==> src/hw/rtl/m4xf_pkg.sv <==
// ----------------------------------------------------------------------------
// m4xf_pkg: shared types and helpers for the 4x4 matrix transform unit
// Fixed-point widths, lane control, rounding and cofactor index tables.
// ----------------------------------------------------------------------------
package m4xf_pkg;

    localparam int FRAC_BITS = 16;
    localparam int W         = 32;
    localparam int PROD_W    = 2 * W;
    localparam int ACC_W     = PROD_W + 3;
    localparam int QW        = W + FRAC_BITS;
    localparam int CNT_W     = $clog2(QW + 1);
    localparam int S_TDATA_W = 136;
    localparam int M_TDATA_W = 128;

    typedef logic signed [W-1:0]      word_t;
    typedef logic signed [PROD_W-1:0] prod_t;
    typedef logic signed [ACC_W-1:0]  acc_t;

    typedef enum logic [2:0] {
        OP_LOAD   = 3'd0,
        OP_APPEND = 3'd1,
        OP_INVERT = 3'd2,
        OP_XFORM  = 3'd3,
        OP_IDENT  = 3'd4,
        OP_READ   = 3'd5,
        OP_NOP    = 3'd6
    } op_t;

    localparam logic [1:0] ST_OK   = 2'd0;
    localparam logic [1:0] ST_SING = 2'd1;
    localparam logic [1:0] ST_SAT  = 2'd2;

    localparam word_t ONE = word_t'(64'd1 << FRAC_BITS);
    localparam acc_t  HALF_ACC = acc_t'(1) <<< (FRAC_BITS - 1);
    localparam logic signed [ACC_W:0] HALF_EXT = (ACC_W + 1)'(1) <<< (FRAC_BITS - 1);
    localparam logic signed [ACC_W:0] WMAX_EXT = (ACC_W + 1)'(64'h7FFF_FFFF);
    localparam logic signed [ACC_W:0] WMIN_EXT = -((ACC_W + 1)'(64'h8000_0000));
    localparam logic [QW-1:0]         DIV_LIM  = QW'(1) << (W - 1);

    typedef struct packed {
        logic mul;
        logic useq;
        logic ldq;
        logic acc;
        logic clr;
        logic neg;
    } lane_ctl_t;

    typedef struct packed {
        word_t val;
        logic  sat;
    } rs_t;

    // round to nearest (ties up) to FRAC_BITS, then clamp to 32 bits
    function automatic rs_t rnd_sat(input acc_t v);
        logic signed [ACC_W:0] r;
        rs_t o;
        r = $signed({v[ACC_W-1], v}) + HALF_EXT;
        r = r >>> FRAC_BITS;
        o.sat = 1'b0;
        if (r > WMAX_EXT) begin
            o.val = word_t'(32'h7FFF_FFFF);
            o.sat = 1'b1;
        end else if (r < WMIN_EXT) begin
            o.val = word_t'(32'h8000_0000);
            o.sat = 1'b1;
        end else begin
            o.val = r[W-1:0];
        end
        return o;
    endfunction

    // n-th index of 0..3 with x left out
    function automatic logic [1:0] skip_idx(input logic [1:0] x, input logic [1:0] n);
        return (n < x) ? n : n + 2'd1;
    endfunction

    function automatic logic [1:0] perm_col(input logic [2:0] p, input logic [1:0] pos);
        logic [5:0] t;
        case (p)
            3'd0: t = {2'd2, 2'd1, 2'd0};
            3'd1: t = {2'd1, 2'd2, 2'd0};
            3'd2: t = {2'd2, 2'd0, 2'd1};
            3'd3: t = {2'd0, 2'd2, 2'd1};
            3'd4: t = {2'd1, 2'd0, 2'd2};
            3'd5: t = {2'd0, 2'd1, 2'd2};
            default: t = {2'd2, 2'd1, 2'd0};
        endcase
        return t[{pos, 1'b0} +: 2];
    endfunction

    function automatic logic perm_neg(input logic [2:0] p);
        return (p == 3'd1) || (p == 3'd2) || (p == 3'd5);
    endfunction

endpackage

==> src/hw/rtl/m4xf_lane.sv <==
// ----------------------------------------------------------------------------
// m4xf_lane: one multiply-accumulate lane
// Registered 32x32 product, exact wide accumulator, rounded product hold.
// ----------------------------------------------------------------------------
module m4xf_lane
    import m4xf_pkg::*;
(
    input  logic      aclk,
    input  lane_ctl_t ctl,
    input  word_t     a,
    input  word_t     b,
    output prod_t     prod,
    output rs_t       prod_rs,
    output rs_t       acc_rs
);

    prod_t prod_reg, prod_next;
    word_t q_reg, q_next;
    acc_t  acc_reg, acc_next;
    word_t ma;
    acc_t  addend;

    always_comb begin
        ma        = ctl.useq ? q_reg : a;
        prod_next = ctl.mul ? prod_t'(ma * b) : prod_reg;
        q_next    = ctl.ldq ? prod_rs.val : q_reg;
        addend    = acc_t'(prod_reg);
        if (ctl.neg) begin
            addend = -addend;
        end
        acc_next = acc_reg;
        if (ctl.acc) begin
            acc_next = (ctl.clr ? acc_t'(0) : acc_reg) + addend;
        end
    end

    always_ff @(posedge aclk) begin
        prod_reg <= prod_next;
        q_reg    <= q_next;
        acc_reg  <= acc_next;
    end

    assign prod    = prod_reg;
    assign prod_rs = rnd_sat(acc_t'(prod_reg));
    assign acc_rs  = rnd_sat(acc_reg);

endmodule

==> config.mk <==
export PLATFORM = sky130hd
export DESIGN_NAME = m4xf_lane
export DESIGN_NICKNAME = d
export VERILOG_FILES = /design/src/hw/rtl/m4xf_pkg.sv /design/src/hw/rtl/m4xf_lane.sv
export SDC_FILE = /design/constraint.sdc
export NUM_CORES = 2
export LEC_CHECK = 0
export ABC_AREA = 1
export BUFFER_PORTS_ARGS = -buffer_cell sky130_fd_sc_hd__clkbuf_2
export CAP_MARGIN = 20
export CORE_MARGIN = 3
export CORE_UTILIZATION = 45
export CTS_CLUSTER_DIAMETER = 150
export DETAILED_ROUTE_END_ITERATION = 10
export RECOVER_POWER = 25
export SLEW_MARGIN = 20
export SYNTH_ARGS = -nofsm -noshare
export SYNTH_HDL_FRONTEND = slang
export SYNTH_SLANG_ARGS = --single-unit
==> constraint.sdc <==
create_clock -name aclk -period 10.5 [get_ports aclk]
set_clock_uncertainty 0.1 [all_clocks]
set_input_delay 0.525 -clock aclk [delete_from_list [all_inputs] [get_ports aclk]]
set_output_delay 0.525 -clock aclk [all_outputs]
set_load 0.02 [all_outputs]
* Yosys cells after proc, flatten, opt, wreduce, memory -nomap -nowiden *
Cells that the tools add are included.

word-level totals
  flip-flop bits (word level) = 163
  bits of input ports = 71
  output and inout port bits = 130
  logic and storage cells = 21

operators by class
  $add $sub $neg = 4
  multipliers = 1
  $lt $le $gt $ge = 4
  multiplexer cells = 9

operators with widths
  cell                                                                               count
  67-bit 2-to-1 mux                                                                  2
  32-bit 2-to-1 mux                                                                  3
  67-bit by 17-bit adder with 68-bit output, second input constant                   1
  67-bit adder                                                                       1
  64-bit negator with 67-bit output                                                  1
  33-bit 2-to-1 mux                                                                  2
  64-bit by 17-bit adder with 65-bit output, second input constant                   1
  32-bit by 32-bit multiplier with 64-bit output                                     1
  52-bit by 32-bit greater-than comparator with 1-bit output, second input constant  1
  52-bit by 32-bit less-than comparator with 1-bit output, second input constant     1
  49-bit by 32-bit greater-than comparator with 1-bit output, second input constant  1
  49-bit by 32-bit less-than comparator with 1-bit output, second input constant     1
  1-bit 2-to-1 mux                                                                   2

* Longest topological paths before layout *
  depth after elaboration = 4
  gate-level depth with buffers = 35
  depth with buffers taken out = 33

* Worst setup path before layout *
OpenSTA, ideal clock, no wires.

  kind = input to register
  from = input port ctl[4] (netlist name)
  to = register prod_reg[59], in the netlist prod[59], data pin
  setup time = 0.254 ns
  arrival = 8.185 ns
  data required time = 10.146 ns
  slack = 1.961 ns
  stages = 29
  buffers on the path = 2
  cell sequence = inv_1 -> clkbuf_1 -> or2_2 -> nand2_1 -> clkbuf_1 -> nor2_1 -> fa_1 -> inv_1 -> fa_1 -> inv_1 -> fa_1 -> fa_1 -> inv_1 -> fa_1 -> inv_1 -> fa_1 -> inv_1 -> fa_1 -> fa_1 -> inv_1 -> ha_1 -> nand2_1 -> nor2_1 -> inv_1 -> nor3_1 -> nand2_1 -> or2_2 -> nand4_1 -> nand2_1

between the ends
  word-level cells in the longest chain between the ends = 2

ends and longest elaborated chain
  item                                            RTL line         text
  start: declaration                              m4xf_lane.sv:9   input lane_ctl_t ctl,
  32-bit 2-to-1 mux                               m4xf_lane.sv:24  ma = ctl.useq ? q_reg : a;
  32-bit by 32-bit multiplier with 64-bit output  m4xf_lane.sv:25  prod_next = ctl.mul ? prod_t'(ma * b) : prod_reg;
  end signal: assignment                          m4xf_lane.sv:38  prod_reg <= prod_next;
  end: declaration                                m4xf_lane.sv:17  prod_t prod_reg, prod_next;

Every way passes these cells.
A chain may end at the register's enable or synchronous reset.

* Worst setup path in the final report *
  from = register q_reg[12]
  to = register prod_reg[54], in the netlist prod[54], data pin

between the ends
  word-level cells in the longest chain between the ends = 2

ends and longest elaborated chain
  item                                            RTL line         text
  start: declaration                              m4xf_lane.sv:18  word_t q_reg, q_next;
  start signal: assignment                        m4xf_lane.sv:39  q_reg <= q_next;
  32-bit 2-to-1 mux                               m4xf_lane.sv:24
  32-bit by 32-bit multiplier with 64-bit output  m4xf_lane.sv:25

Every way passes these cells.

==> run summary <==
outcome - finished, violations left
failing checks - max-capacitance violations, max-slew violations
yosys synthesis warning count - 0
DRC - 0
Syn Inst Count - 7071
Vias - 48300
commonest cells after routing, fill and taps aside - inv_1, nand2_1, nor2_1, fa_1, ha_1
Hold Violations, Final - 0
register area share after synthesis - 9.14%
dpl hpwl - 195000 um
Max clock buf depth - 2
WL final - 229000 um
mean number of vias per cell - 5.53
CTS buffer count - 17
Layout Utilization - 48.7%
fin nets - 8598
Placer Congestion - 1.01
WL per Instance - 26.2 um
total gr overflow - 0
clk sinks - 163
Unique masters post-synth - 49
Synth async-reset ratio - 0%
Die Area - 123000 um^2
Die W - 351 um
Final Cell Area - 57000 um^2
layout cells sized above 1 - 6.21%
Post-CTS Hold Buffers - 0
Slew Viols, Final - 101
WHS - 482 ps
max reg flops - 67
most common cell after layout, fill and taps aside - inv_1
Non-Filler Instances - 8737
port bufs - 200
CTS clk-pin slew, worst paths - 80 ps
io pins - 201
Hold/Removal Path Class - in -> reg
predominant post-synthesis flop cell - edfxtp_1
Syn Area/Cell - 7.57 um^2
CTS HTree Levels - 4
Total GRT Usage - 38.0%
Clk Latency, worst-skew pair - 510 ps
first drt pass iteration count - 6
first-pass GRT wire length - 334000 um
core box area - 117000 um^2
fmax - 0.0987 GHz
Tcrit/Tclk final - 96.5%
post-layout min period - 10130 ps
Area Growth Syn to Fin - 6.50%
ranking of synthesized cells by area - fa_1, inv_1, nand2_1
Slew headroom - -180%
crit end category - register
Final ANT Viol Nets - 0
vias in the first global route - 49400
WP data arrival - 10270 ps
CTS tree - yes
post-CTS setup buffers - 0
Setup crit start kind - register
RSZ-0062 raised after global routing - no
Synth top area share - 40.5%
root buffer cell - clkbuf_16
Worst Path Required - 10640 ps
slack of the worst reg-to-reg path - 370 ps
Initial Util - 45.7%
Post-CTS Resized - 0
largest net degree at the start of global routing - 68
antenna violations before repair - 13
dpl cells - 8695
worst slew pin tran - 4200 ps
die height - 351 um
post-synthesis net count - 8479
EDFF count, synth - 163
initial drt markers - 5177
Cell Area, Placed - 56400 um^2
Final setup viols - 0
row cnt - 125
dominant cell type by area after synthesis - fa_1
crit path kind - reg -> reg
max cap viols - 2
Synth Register Bits - 163
Post-Syn Area - 53500 um^2
CP Max Fanout - 15
-- through the flow --
stage	setup TNS [ps]	worst slack [ps]
2_1_floorplan	0	1960
3_3_place_gp	-101	-94.2
3_5_place_dp	0	55.4
4_1_cts	0	489
5_1_grt	0	181
6_report	0	371
-- cell type report --
cell class	instances	area, um^2
fillers	12000	60100
multi-input cells	4994	41400
inverters	1705	6400
flip-flops and latches	163	4890
well taps	1524	1910
repair buffers	309	1810
clock buffers	17	425
clock inverters	15	189
diodes	10	25.0
-- metal layers --
layer  part of all wire (%)  vias to the layer above  GRT usage [%]
met5                  0.024                        -              0
li1                       -                    21000              -
met1                     41                    24300           53.0
met4                    5.6                        8           17.2
met2                     43                     2484           57.0
met3                     10                      530           7.92
-- critical path, stage by stage (launching register included) --
cell and delay (ps):
edfxtp_1 530, or2_2 360, nand2_1 750, clkinv_1 620, buf_4 380, nor2_1 160
fa_1 440, fa_1 520, fa_1 520, fa_1 560, fa_1 560, fa_1 520
fa_1 580, inv_1 60, fa_1 500, inv_1 40, ha_1 440, nand2_1 120
nor2_1 110, inv_1 80, nor2_1 140, inv_1 50, nor3_1 710, o21ai_0 430
nand3_1 320, nand2_1 80, nand2_1 100, xor2_1 70
-- cell families (layout without fill, tap and decap cells) --
kind of cell / count (synthesis) / count (layout) / share of synthesized area (%)
xor gates and xnor gates: 234 / 234 / 3.83
DFF: 163 / 163 / 9.14
and+or+nand+nor: 2975 / 2975 / 22.4
other: 0 / 10 / 0
buffers and inverters: 1914 / 2046 / 13.6
adders and majority gates: 1337 / 1337 / 46.4
AOI/OAI and AO/OA: 448 / 448 / 4.58
-- final timing paths --
check | from | to | depth (start not counted)
worst max register to register | q_reg[12]$_DFFE_PP_ | prod[54]$_DFFE_PP_ | 27
worst min-delay path | ctl[1] | acc_reg[0]$_DFFE_PP_ | 3
worst max-delay path | q_reg[12]$_DFFE_PP_ | prod[54]$_DFFE_PP_ | 27
worst min register to register | acc_reg[0]$_DFFE_PP_ | acc_reg[0]$_DFFE_PP_ | 3
-- Yosys cell counts (2+ instances only) --
cell / number
a211oi_1: 3
a21boi_0: 5
a21o_1: 19
a21oi_1: 193
a31oi_1: 21
and3_1: 5
buf_1: 4
buf_2: 8
buf_4: 7
buf_6: 9
clkbuf_1: 175
clkbuf_2: 6
clkinv_1: 27
edfxtp_1: 163
fa_1: 1083
ha_1: 254
inv_1: 1674
inv_2: 4
nand2_1: 1416
nand2_2: 9
nand3_1: 154
nand3_2: 2
nand3b_1: 10
nand4_1: 74
nor2_1: 1157
nor2_2: 15
nor2_4: 5
nor3_1: 37
nor3_2: 3
nor3b_1: 2
nor4_1: 18
o2111ai_1: 2
o211ai_1: 11
o21a_1: 2
o21ai_0: 160
o21ai_1: 4
o21bai_1: 20
o31ai_1: 2
or2_2: 66
xnor2_1: 37
xor2_1: 197
Power is left out: the tool's default activity adds up to more than one toggle a clock period on the data nets, which glitch-free logic cannot reach.
