## src/hw/rtl/m4xf_pkg.sv

```systemverilog
// ----------------------------------------------------------------------------
// m4xf_pkg: shared types and helpers for the 4x4 matrix transform unit
// Fixed-point widths, lane control, rounding and cofactor index tables.
// ----------------------------------------------------------------------------
package m4xf_pkg;

    localparam int FRAC_BITS = 16;
    localparam int W         = 32;
    localparam int PROD_W    = 2 * W;
    localparam int ACC_W     = PROD_W + 3;
    localparam int QW        = W + FRAC_BITS;
    localparam int CNT_W     = $clog2(QW + 1);
    localparam int S_TDATA_W = 136;
    localparam int M_TDATA_W = 128;

    typedef logic signed [W-1:0]      word_t;
    typedef logic signed [PROD_W-1:0] prod_t;
    typedef logic signed [ACC_W-1:0]  acc_t;

    typedef enum logic [2:0] {
        OP_LOAD   = 3'd0,
        OP_APPEND = 3'd1,
        OP_INVERT = 3'd2,
        OP_XFORM  = 3'd3,
        OP_IDENT  = 3'd4,
        OP_READ   = 3'd5,
        OP_NOP    = 3'd6
    } op_t;

    localparam logic [1:0] ST_OK   = 2'd0;
    localparam logic [1:0] ST_SING = 2'd1;
    localparam logic [1:0] ST_SAT  = 2'd2;

    localparam word_t ONE = word_t'(64'd1 << FRAC_BITS);
    localparam acc_t  HALF_ACC = acc_t'(1) <<< (FRAC_BITS - 1);
    localparam logic signed [ACC_W:0] HALF_EXT = (ACC_W + 1)'(1) <<< (FRAC_BITS - 1);
    localparam logic signed [ACC_W:0] WMAX_EXT = (ACC_W + 1)'(64'h7FFF_FFFF);
    localparam logic signed [ACC_W:0] WMIN_EXT = -((ACC_W + 1)'(64'h8000_0000));
    localparam logic [QW-1:0]         DIV_LIM  = QW'(1) << (W - 1);

    typedef struct packed {
        logic mul;
        logic useq;
        logic ldq;
        logic acc;
        logic clr;
        logic neg;
    } lane_ctl_t;

    typedef struct packed {
        word_t val;
        logic  sat;
    } rs_t;

    // round to nearest (ties up) to FRAC_BITS, then clamp to 32 bits
    function automatic rs_t rnd_sat(input acc_t v);
        logic signed [ACC_W:0] r;
        rs_t o;
        r = $signed({v[ACC_W-1], v}) + HALF_EXT;
        r = r >>> FRAC_BITS;
        o.sat = 1'b0;
        if (r > WMAX_EXT) begin
            o.val = word_t'(32'h7FFF_FFFF);
            o.sat = 1'b1;
        end else if (r < WMIN_EXT) begin
            o.val = word_t'(32'h8000_0000);
            o.sat = 1'b1;
        end else begin
            o.val = r[W-1:0];
        end
        return o;
    endfunction

    // n-th index of 0..3 with x left out
    function automatic logic [1:0] skip_idx(input logic [1:0] x, input logic [1:0] n);
        return (n < x) ? n : n + 2'd1;
    endfunction

    function automatic logic [1:0] perm_col(input logic [2:0] p, input logic [1:0] pos);
        logic [5:0] t;
        case (p)
            3'd0: t = {2'd2, 2'd1, 2'd0};
            3'd1: t = {2'd1, 2'd2, 2'd0};
            3'd2: t = {2'd2, 2'd0, 2'd1};
            3'd3: t = {2'd0, 2'd2, 2'd1};
            3'd4: t = {2'd1, 2'd0, 2'd2};
            3'd5: t = {2'd0, 2'd1, 2'd2};
            default: t = {2'd2, 2'd1, 2'd0};
        endcase
        return t[{pos, 1'b0} +: 2];
    endfunction

    function automatic logic perm_neg(input logic [2:0] p);
        return (p == 3'd1) || (p == 3'd2) || (p == 3'd5);
    endfunction

endpackage

```

## src/hw/rtl/m4xf_merge.sv

```systemverilog
// ----------------------------------------------------------------------------
// m4xf_merge: lane merge stage
// Sums the four lane products and rounds once to give the determinant.
// ----------------------------------------------------------------------------
module m4xf_merge
    import m4xf_pkg::*;
(
    input  logic  aclk,
    input  logic  en,
    input  prod_t prod [4],
    output acc_t  det
);

    acc_t det_reg, det_next;
    acc_t sum;

    always_comb begin
        sum = acc_t'(prod[0]) + acc_t'(prod[1]) + acc_t'(prod[2]) + acc_t'(prod[3])
            + HALF_ACC;
        det_next = en ? (sum >>> FRAC_BITS) : det_reg;
    end

    always_ff @(posedge aclk) begin
        det_reg <= det_next;
    end

    assign det = det_reg;

endmodule

```

## config.mk

```make
export PLATFORM = sky130hd
export DESIGN_NAME = m4xf_merge
export DESIGN_NICKNAME = d
export VERILOG_FILES = /design/src/hw/rtl/m4xf_pkg.sv /design/src/hw/rtl/m4xf_merge.sv
export SDC_FILE = /design/constraint.sdc
export NUM_CORES = 1
export LEC_CHECK = 0
export BUFFER_PORTS_ARGS = -buffer_cell sky130_fd_sc_hd__buf_4
export CORE_UTILIZATION = 57
export DETAILED_ROUTE_END_ITERATION = 6
export PLACE_DENSITY = 0.86
export SLEW_MARGIN = 40
export SYNTH_ARGS = -nofsm -noshare
export SYNTH_HDL_FRONTEND = slang
export SYNTH_SLANG_ARGS = --single-unit
```

## constraint.sdc

```tcl
create_clock -name aclk -period 9.4 [get_ports aclk]
set_input_delay 0 -clock aclk [delete_from_list [all_inputs] [get_ports aclk]]
set_output_delay 0 -clock aclk [all_outputs]
set_load 0.005 [all_outputs]
```

* Word-level counts from Yosys, hierarchy flattened
Index checks and enable logic that the tools add are counted.
** Storage, ports and cells
- Flip-flop bits (word level) :: 51
- Bits of input ports :: 258
- Output and inout port bits :: 67
- Word-level logic and storage cells :: 5
** Cells by class
- Add/subtract/negate cells :: 4
** Operators by type and width (number)
- adder 66 x 64 -> 67 bit :: 1
- adder 67 x 17 -> 67 bit (second input constant) :: 1
- adder 65 x 64 -> 66 bit :: 1
- adder 64 x 64 -> 65 bit :: 1

* Logic depth before layout (Yosys ltp)
Gate-level depths: netlist of the first run.
- Depth in word-level cells :: 4
- Gate-level depth with buffers :: 17
- Gate-level depth less buffers :: 16

* Worst setup path after synthesis of the first run
OpenSTA, ideal clock, no wires.
- Path type :: input -> register
- From :: input port prod[5] (netlist name)
- To :: register det_reg[47] (netlist: det[47]) (data pin)
- Setup time :: 0.259 ns
- Arrival :: 3.643 ns
- Data required time :: 9.141 ns
- Setup slack :: 5.498 ns
- Stages on the path :: 16
- Buffers on the path :: 0
- Cells stage by stage :: inv_1 -> fa_1 -> inv_1 -> fa_1 -> ha_1 -> ha_1 -> nand4b_1 -> o32a_1 -> or3_1 -> a2111oi_2 -> o21a_1 -> o211ai_1 -> a21oi_1 -> a31o_2 -> a31oi_1 -> xnor2_1
** On the way
- Word-level cells in the longest chain between the ends :: 2
** Ends and longest elaborated chain
- start: declaration :: RTL line m4xf_merge.sv:10 : input prod_t prod [4],
- adder 66 x 64 -> 67 bit :: RTL line m4xf_merge.sv:18 : sum = acc_t'(prod[0]) + acc_t'(prod[1]) + acc_t'(prod[2]) + acc_t'(prod[3])
- adder 67 x 17 -> 67 bit :: RTL line m4xf_merge.sv:19 : + HALF_ACC;
- via sum[63] :: RTL line m4xf_merge.sv:15 : acc_t sum;
- end signal: assignment :: RTL line m4xf_merge.sv:24 : det_reg <= det_next;
- end: declaration :: RTL line m4xf_merge.sv:14 : acc_t det_reg, det_next;
The timed path passes the listed nets, and every way through them passes these cells.
A chain may end at the register's enable or synchronous reset.

* Worst setup path after layout of the first run
Ends and elaborated chain as after synthesis.

==> results.json, run 1 <==
{
  "dieWidth_um": 130,
  "cp_top_family": "compound AO/OA/AOI/OAI gates",
  "cts_buffer_depth": 2,
  "worstHoldPathType": "input pin to flip-flop",
  "drt-initial-drc-count": 422,
  "antenna_cells": 0,
  "fp.dieArea_um2": 16900,
  "worstSetupEndpointType": "flip-flop",
  "place_congestion": 0.925,
  "period_minus_slack_ns": 4.21,
  "ios": 325,
  "utilization_pct": 75.2,
  "largest_reg_flops": 51,
  "fmax_mhz": 238,
  "status": "completed",
  "startpoint_type": "input pin",
  "yosys_warnings": 0,
  "grt_pass1_wl_mm": 38.1,
  "globalRouteOverflowTotal": 0,
  "ys.flop_type": "edfxtp_1",
  "clockRootBuffer": "clkbuf_16",
  "synth-edff-count": 51,
  "viasPerCell": 5.29,
  "dr_total_vias": 8084,
  "drc_errors": 0,
  "cp_slowest_cell": "fa_1",
  "drv_cap": 0,
  "cts_tree": "done",
  "postCtsSetupBuffers": 0,
  "yosysUniqueCellTypes": 58,
  "core_um2": 15900,
  "placementRows": 46,
  "portBuffers": 324,
  "clk_pin_slew_worst_paths_ns": 0.08,
  "die_y_um": 130,
  "start_util_pct": 58.5,
  "cts_buffers": 5,
  "syn2layout_area_growth_pct": 28.5,
  "ys_ff_latch": 51,
  "wirelength_mm": 23.7,
  "final_net_count": 1823,
  "grt_max_degree": 52,
  "dp_hpwl_mm": 20.9,
  "required_ns": 9.44,
  "rsz0062_at_grt": "false",
  "placed_area_um2": 11800,
  "finalSetupTns_ns": 0,
  "wl_per_cell_um": 15.5,
  "critPathMaxStageDelay_ns": 0.54,
  "dpl_worst_slack_ns": 4.89,
  "ant_nets": 0,
  "p_leak_nw": 6.42,
  "crit_buf_inv": 3,
  "path_class": "input pin to flip-flop",
  "final_cell_area_um2": 12000,
  "tightest_slew_ns": 0.759,
  "synthesis.area_per_instance_um2": 9.21,
  "antenna_found_initial": 0,
  "hold_start": "en",
  "worst_slack_ns": 5.19,
  "setup_viol": 0,
  "slew_violations": 0,
  "cp.arrival_ns": 4.25,
  "cts_hold_buf": 0,
  "drive_above_1_share_pct": 26.3,
  "hold_viol": 0,
  "netlist_area_um2": 9330,
  "grtUsageTotal_pct": 28.7,
  "crit_path_start": "prod[5]",
  "synth_nets": 1526,
  "period_share_pct": 44.7,
  "seq_area_frac_synth_pct": 16.4,
  "ir_drop_mv": 0.101,
  "power-per-cell-area_nw_per_um2": 223,
  "crit_chain": "buf_4, inv_1, fa_1, inv_1, fa_1, ha_1, ha_1, nand4b_1, o32a_1, or3_1, a2111oi_2, o21a_1, o211ai_1, a21oi_1, a31o_2, a31oi_1, xnor2_1",
  "path_max_fanout": 4,
  "fill_cells": 1167,
  "firstDrtPassIters": 5,
  "cts_resized": 0,
  "async_reset_ff_share_pct": 0,
  "netlist_instances": 1013,
  "relSlewSlack_pct": 49.4,
  "grt_pass1_vias": 8625,
  "clock_sink_count": 51,
  "h-tree-depth": 2
}
## cells by family after synthesis
logic type                 Yosys count  share of synthesized area, %
AOI/OAI and AO/OA                  207                          13.9
muxes                                1                         0.107
adders and majority gates          255                          44.5
buffers and inverters              303                          12.9
DFF                                 51                          16.4
xor gates and xnor gates            50                          4.69
and+or+nand+nor                    146                          7.52
## synthesized netlist by cell type (3+ instances only)
master / count / area, µm²
or2_2: 6 / 37.5
a21o_1: 16 / 120
a31oi_1: 8 / 50.1
buf_4: 16 / 120
nor3_1: 8 / 40.0
o21bai_1: 12 / 90.1
and2_1: 3 / 18.8
a31o_2: 4 / 35.0
ha_1: 127 / 1590
fa_1: 128 / 2560
nand3_1: 10 / 50.1
nor2_1: 32 / 120
xor2_1: 19 / 166
clkbuf_1: 16 / 60.1
a41oi_1: 4 / 35.0
and3_1: 7 / 43.8
inv_1: 269 / 1010
nand4_1: 16 / 100
a21oi_1: 79 / 395
a211o_1: 3 / 26.3
o21a_1: 7 / 52.6
xnor2_1: 31 / 272
edfxtp_1: 51 / 1530
o211ai_1: 6 / 45.0
o21ai_0: 42 / 210
or3_1: 4 / 25.0
o31a_1: 3 / 26.3
nand2_1: 49 / 184
## metal layers
layer	global-route usage [%]	wire (µm)
met2	55.4	12600
met1	32.7	9090
met5	0	0
met4	8.82	669
met3	3.49	1380
## stage by stage
step | hold WS, ns | total power, mW | instances
6_report | 0.285 | 2.68 | 1527
5_1_grt | 0.335 | 2.92 | 1527
4_1_cts | 0.301 | 2.67 | 1527
3_5_place_dp | 0.400 | 2.46 | 1519
3_3_place_gp | 0.401 | 2.42 | 1519
2_1_floorplan | 0.112 | 1.80 | 1013
## where the power goes
part           switching, mW  internal, mW  total [mW]  leakage, nW
logic                   1.09         0.894        1.98         5.85
registers             0.0503         0.453       0.503        0.499
clock network         0.0914        0.0990       0.190       0.0685
## path summary, 6_finish.rpt
kind       to  slack (ns)  cells after the start
min   det[42]        0.29                      1
max   det[47]        5.19                     17
## cell type report
cell class	instances	area [µm²]	share of cell area, %
Multi-Input combinational cell	659	6600	55.1
Timing Repair Buffer	324	2430	20.3
Sequential cell	51	1530	12.8
Inverter	269	1010	8.42
Tap cell	216	270	2.25
Clock buffer	6	129	1.08
Clock inverter	2	12.5	0.104
## cells in the final DEF, fill, tap and decap left out, drive strengths merged, types with 3 or more instances in the layout
cell,instances
and2,3
nand4,16
a41oi,4
ha,127
o21ai,44
or3,4
a21oi,79
or2,7
o211ai,7
xor2,19
nand3,10
a31oi,8
nand2,49
buf,324
o21bai,12
o31a,3
edfxtp,51
inv,269
a2111oi,3
nor2,32
nor3,8
a211o,3
a21o,16
o31ai,3
clkbuf,6
xnor2,31
o21a,7
fa,128
and3,7
a31o,4
Power figures use the tool's default switching activity.
==> inputs of run 2 (changes only) <==
ABC_AREA = 1   (was unset)
CORE_UTILIZATION = 49   (was 57)
PLACE_DENSITY = 0.77   (was 0.86)
clock period = 3.6 ns   (was 9.4 ns; I/O delays follow)
==> run 2 against run 1 <==
Net effect: sequential share of layout area shrank 1.9 points; largest power group unchanged; sequential power grew to 2.6 times the previous value; first-iteration DRC count grew 48%; via count grew 31%; critical endpoint unchanged; worst setup slack lost 4.9 ns; combinational power grew to 3.4 times the previous value; count of clock-buffer cells in the layout is the same.
==> results.json, run 2 <==
{
  "status": "completed",
  "cts_buffers": 5,
  "synth_commonest_cells": "inv_1 (393), nand2_1 (270), nor2_1 (151)",
  "ant_nets": 0,
  "grt_util_met3_pct": 6.85,
  "synth_area_leaders": "fa_1 (24%), ha_1 (15%), edfxtp_1 (14%)",
  "placementRows": 54,
  "cts_buffer_depth": 2,
  "crit_path_start": "prod[34]",
  "worstHoldPathType": "input pin to flip-flop",
  "synth-edff-count": 51,
  "slew_violations": 0,
  "syn2layout_area_growth_pct": 29.6,
  "cp_top_family": "adder cells",
  "seq_area_frac_synth_pct": 14.1,
  "synth_most_common_cell": "inv_1",
  "dp_hpwl_mm": 31.0,
  "drive_above_1_share_pct": 24.0,
  "fill_cells": 1987,
  "period_share_pct": 92.6,
  "tightest_slew_ns": 0.774,
  "use_met2_pct": 50.0,
  "period_minus_slack_ns": 3.33,
  "ios": 325,
  "power-per-cell-area_nw_per_um2": 626,
  "top_usage_layer": "met2",
  "grt_max_degree": 52,
  "setup_viol": 0,
  "hold_start": "en",
  "drt-initial-drc-count": 623,
  "clockRootBuffer": "clkbuf_16",
  "globalRouteOverflowTotal": 0,
  "fmax_mhz": 300,
  "largest_reg_flops": 51,
  "viasPerCell": 5.02,
  "layout_common_cells": "inv_1 (393), buf_4 (368), nand2_1 (270)",
  "relSlewSlack_pct": 48.4,
  "postCtsSetupBuffers": 0,
  "dpl_worst_slack_ns": -0.0236,
  "antenna_found_initial": 2,
  "place_congestion": 0.907,
  "h-tree-depth": 2,
  "path_class": "input pin to flip-flop",
  "start_util_pct": 49.8,
  "cts_hold_buf": 0,
  "portBuffers": 324,
  "critPathMaxStageDelay_ns": 0.53,
  "drc_errors": 0,
  "async_reset_ff_share_pct": 0,
  "cp_slowest_cell": "fa_1",
  "startpoint_type": "input pin",
  "ys.flop_type": "edfxtp_1",
  "antenna_cells": 0,
  "drv_cap": 0,
  "wirelength_mm": 34.3,
  "hold_viol": 0,
  "netlist_area_um2": 10800,
  "crit_chain": "buf_4, inv_1, fa_1, inv_1, fa_1, ha_1, ha_1, a21oi_1, o21ai_0, a21oi_1, o21ai_0, buf_4, a21oi_1, nand2_1, nand2_1, nand2_1",
  "worst_slack_ns": 0.267,
  "crit_buf_inv": 4,
  "clk_pin_slew_worst_paths_ns": 0.08,
  "synth_top_area_share_pct": 23.7,
  "die_y_um": 151,
  "synth_area_leader_cell": "fa_1",
  "yosysUniqueCellTypes": 32,
  "ir_drop_mv": 0.336,
  "firstDrtPassIters": 5,
  "required_ns": 3.67,
  "dr_total_vias": 10600,
  "wl_per_cell_um": 16.3,
  "dieWidth_um": 151,
  "p_leak_nw": 7.80,
  "worstSetupEndpointType": "flip-flop",
  "core_um2": 21800,
  "grt_pass1_vias": 10400,
  "yosys_warnings": 0,
  "synthesis.area_per_instance_um2": 7.37,
  "rsz0062_at_grt": "false",
  "path_max_fanout": 5,
  "grt_pass1_wl_mm": 52.2,
  "final_common_cell": "inv_1",
  "ys_ff_latch": 51,
  "grt_util_met1_pct": 40.6,
  "synth_nets": 1982,
  "cts_resized": 0,
  "cp.arrival_ns": 3.41,
  "worst_hold_slack_ns": 0.291,
  "grtUsageTotal_pct": 30.5,
  "fp.dieArea_um2": 22700,
  "cts_tree": "done",
  "p_total_mw": 8.79,
  "netlist_instances": 1469,
  "clock_sink_count": 51,
  "final_net_count": 2342
}
run 2: per-layer routing:
layer / vias to the layer above / routed length [µm]
li1: 5200 / -
met1: 4916 / 14800
met2: 426 / 15700
met3: 41 / 3110
met4: 4 / 754
met5: - / 27
run 2: power by group:
group	leakage [nW]	internal [mW]	switching, mW
sequential	0.498	1.16	0.151
combinational	7.21	2.70	4.12
clock	0.0911	0.401	0.260
total	7.80	4.26	4.53
run 2: final timing paths:
path / to / slack, ns / depth (start not counted)
min: det[31] / 0.29 / 1
max: det[47] / 0.27 / 16
run 2: stage by stage:
| step | instance area [µm²] | instances | utilization [%] | setup TNS, ns |
|---|---|---|---|---|
| 6_report | 14000 | 2110 | 64.5 | 0 |
| 3_3_place_gp | 13800 | 2102 | 63.6 | -0.0205 |
| 2_1_floorplan | 10800 | 1469 | - | 0 |
| 4_1_cts | 14000 | 2110 | 64.5 | 0 |
| 5_1_grt | 14000 | 2110 | 64.5 | 0 |
| 3_5_place_dp | 13800 | 2102 | 63.6 | -0.0365 |
run 2: cells by family (layout without fill, tap and decap cells):
group	Yosys count	after routing	share of synthesized area [%]
AND/OR/NAND/NOR	541	541	21.4
XOR/XNOR	21	21	1.70
flip-flops	51	51	14.1
buffers and inverters	426	787	15.3
adder cells (fa/ha/maj)	255	255	38.3
AO/OA/AOI/OAI	175	175	9.12
run 2: final cells by class:
type	count	area, µm²	area share (%)
clock buffer	6	129	0.918
clock inverter	2	60.1	0.428
inverter	410	1540	11.0
multi-input combinational	992	7640	54.5
sequential	51	1530	10.9
tap	280	350	2.50
timing repair buffer	369	2780	19.8
==> inputs of run 3 (changes only) <==
ABC_AREA = unset   (was 1)
CORE_UTILIZATION = 53   (was 49)
PLACE_DENSITY = 0.81   (was 0.77)
RECOVER_POWER = 50   (was unset)
clock period = 3.4 ns   (was 3.6 ns; I/O delays follow)
==> run 3 against run 2 <==
Net effect: the flow now finishes with violations (max-capacitance violations, max-slew violations, negative setup slack); non-clock buffer count grew 126; power grew 14%; global-route usage shrank 0.89 points; core utilization grew 18 points; combinational power grew 17%; sequential share of layout area shrank 0.082 points; first-iteration DRC count shrank 20%.
==> results.json, run 3 (same netlist as run 1, synthesis figures left out) <==
{
  "tightest_slew_ns": 3.09,
  "power-per-cell-area_nw_per_um2": 708,
  "p_leak_nw": 7.39,
  "finalSetupTns_ns": -14.40,
  "dp.cells": 1680,
  "grt_max_degree": 52,
  "placementRows": 48,
  "startpoint_type": "input pin",
  "fmax_mhz": 248,
  "worst_hold_slack_ns": 0.540,
  "setup_viol": 41,
  "drive_above_1_share_pct": 41.2,
  "period_minus_slack_ns": 4.04,
  "die_y_um": 135,
  "utilization_pct": 82.0,
  "h-tree-depth": 2,
  "dieWidth_um": 135,
  "antenna_found_initial": 0,
  "firstDrtPassIters": 6,
  "clk_pin_slew_worst_paths_ns": 0.08,
  "required_ns": 3.51,
  "grt_pass1_vias": 9347,
  "antenna_cells": 0,
  "period_share_pct": 119,
  "violations": "max-capacitance violations, max-slew violations, negative setup slack",
  "portBuffers": 324,
  "wl_per_cell_um": 16.7,
  "hold_viol": 0,
  "ios": 325,
  "wirelength_mm": 28.5,
  "status": "complete, but fails checks",
  "cp.arrival_ns": 4.15,
  "globalRouteOverflowTotal": 0,
  "drv_cap": 1,
  "worst_slack_ns": -0.637,
  "grtUsageTotal_pct": 29.6,
  "rsz0062_at_grt": "true",
  "final_cell_area_um2": 14100,
  "drt-initial-drc-count": 499,
  "drc_errors": 0,
  "relSlewSlack_pct": -106,
  "layout_common_cells": "buf_4 (459), inv_1 (256), fa_1 (126)",
  "grt_pass1_wl_mm": 42.6,
  "cts_tree": "done",
  "path_max_fanout": 4,
  "ir_drop_mv": 0.326,
  "clockRootBuffer": "clkbuf_16",
  "final_common_cell": "buf_4",
  "core_um2": 17200,
  "cts_buffer_depth": 2,
  "final_net_count": 1994,
  "dr_total_vias": 9043,
  "slew_violations": 52,
  "cts_buffers": 5,
  "fin_cells": 1707,
  "worstSetupEndpointType": "flip-flop",
  "place_congestion": 0.904,
  "worstHoldPathType": "input pin to flip-flop",
  "cts_hold_buf": 0,
  "placed_area_um2": 13200,
  "ant_nets": 0,
  "largest_reg_flops": 51,
  "syn2layout_area_growth_pct": 51.6,
  "start_util_pct": 54.1,
  "fp.dieArea_um2": 18100,
  "dp_hpwl_mm": 22.3,
  "path_class": "input pin to flip-flop",
  "clock_sink_count": 51,
  "viasPerCell": 5.30
}
[run 3: cell count changes in the layout (fill, tap and decap cells not counted), sizes merged, moves of 11 or more]
cell,delta
clkbuf,+11
nor2,-139
nand3,-47
buf,+114
nand2,-233
inv,-140
xnor2,+31
[run 3: cell type report]
cell class	count	area, µm²
Fill cell	1039	3100
Timing Repair Buffer	495	3790
Inverter	269	1030
Sequential cell	51	1530
Tap cell	225	282
Multi-Input combinational cell	659	7340
Clock inverter	3	42.5
Clock buffer	5	125
[run 3: through the flow]
| stage | total power, mW | setup WS (ns) |
|---|---|---|
| floorplan | 5.13 | -0.428 |
| global placement | 8.08 | -0.961 |
| detailed placement | 8.26 | -1.03 |
| CTS | 9.31 | -0.546 |
| global route | 10.7 | -0.744 |
| finish | 10.0 | -0.637 |
[run 3: critical path, stage by stage]
cell and delay [ns]:
buf_6 0.07, inv_2 0.03, fa_1 0.53, inv_1 0.05, fa_1 0.52, ha_4 0.21
ha_4 0.26, nand4b_1 0.08, o32a_1 0.38, or3_4 0.37, a2111oi_4 0.37, o21a_1 0.24
o211ai_1 0.20, a21oi_2 0.25, a31o_4 0.24, o21ai_2 0.08, a41oi_2 0.27
[run 3: path summary, 6_finish.rpt]
| check | cells past startpoint | startpoint | slack [ns] | to |
|---|---|---|---|---|
| worst max-delay path | 17 | prod[69] | -0.64 | det[49] |
| worst min-delay path | 5 | prod[255] | 0.54 | det[50] |
[run 3: metal layers]
layer	up-vias	wire [µm]	global-route usage, %
li1	4221	-	-
met1	4342	10500	33.5
met2	388	14900	55.9
met3	92	1770	4.13
met4	0	1220	11.5
met5	-	0	0
[run 3: where the power goes]
part / internal (mW) / leakage, nW / switching (mW)
logic: 4.02 / 6.81 / 3.97
clock network: 0.349 / 0.0818 / 0.270
registers: 1.26 / 0.499 / 0.150
total: 5.62 / 7.39 / 4.39
[run 3: timing repair]
action	in CTS	in global routing
pin swaps	58	66
setup endpoints to repair	38	44
gates resized for setup	68	73
buffers inserted	21	13
gates cloned	0	0
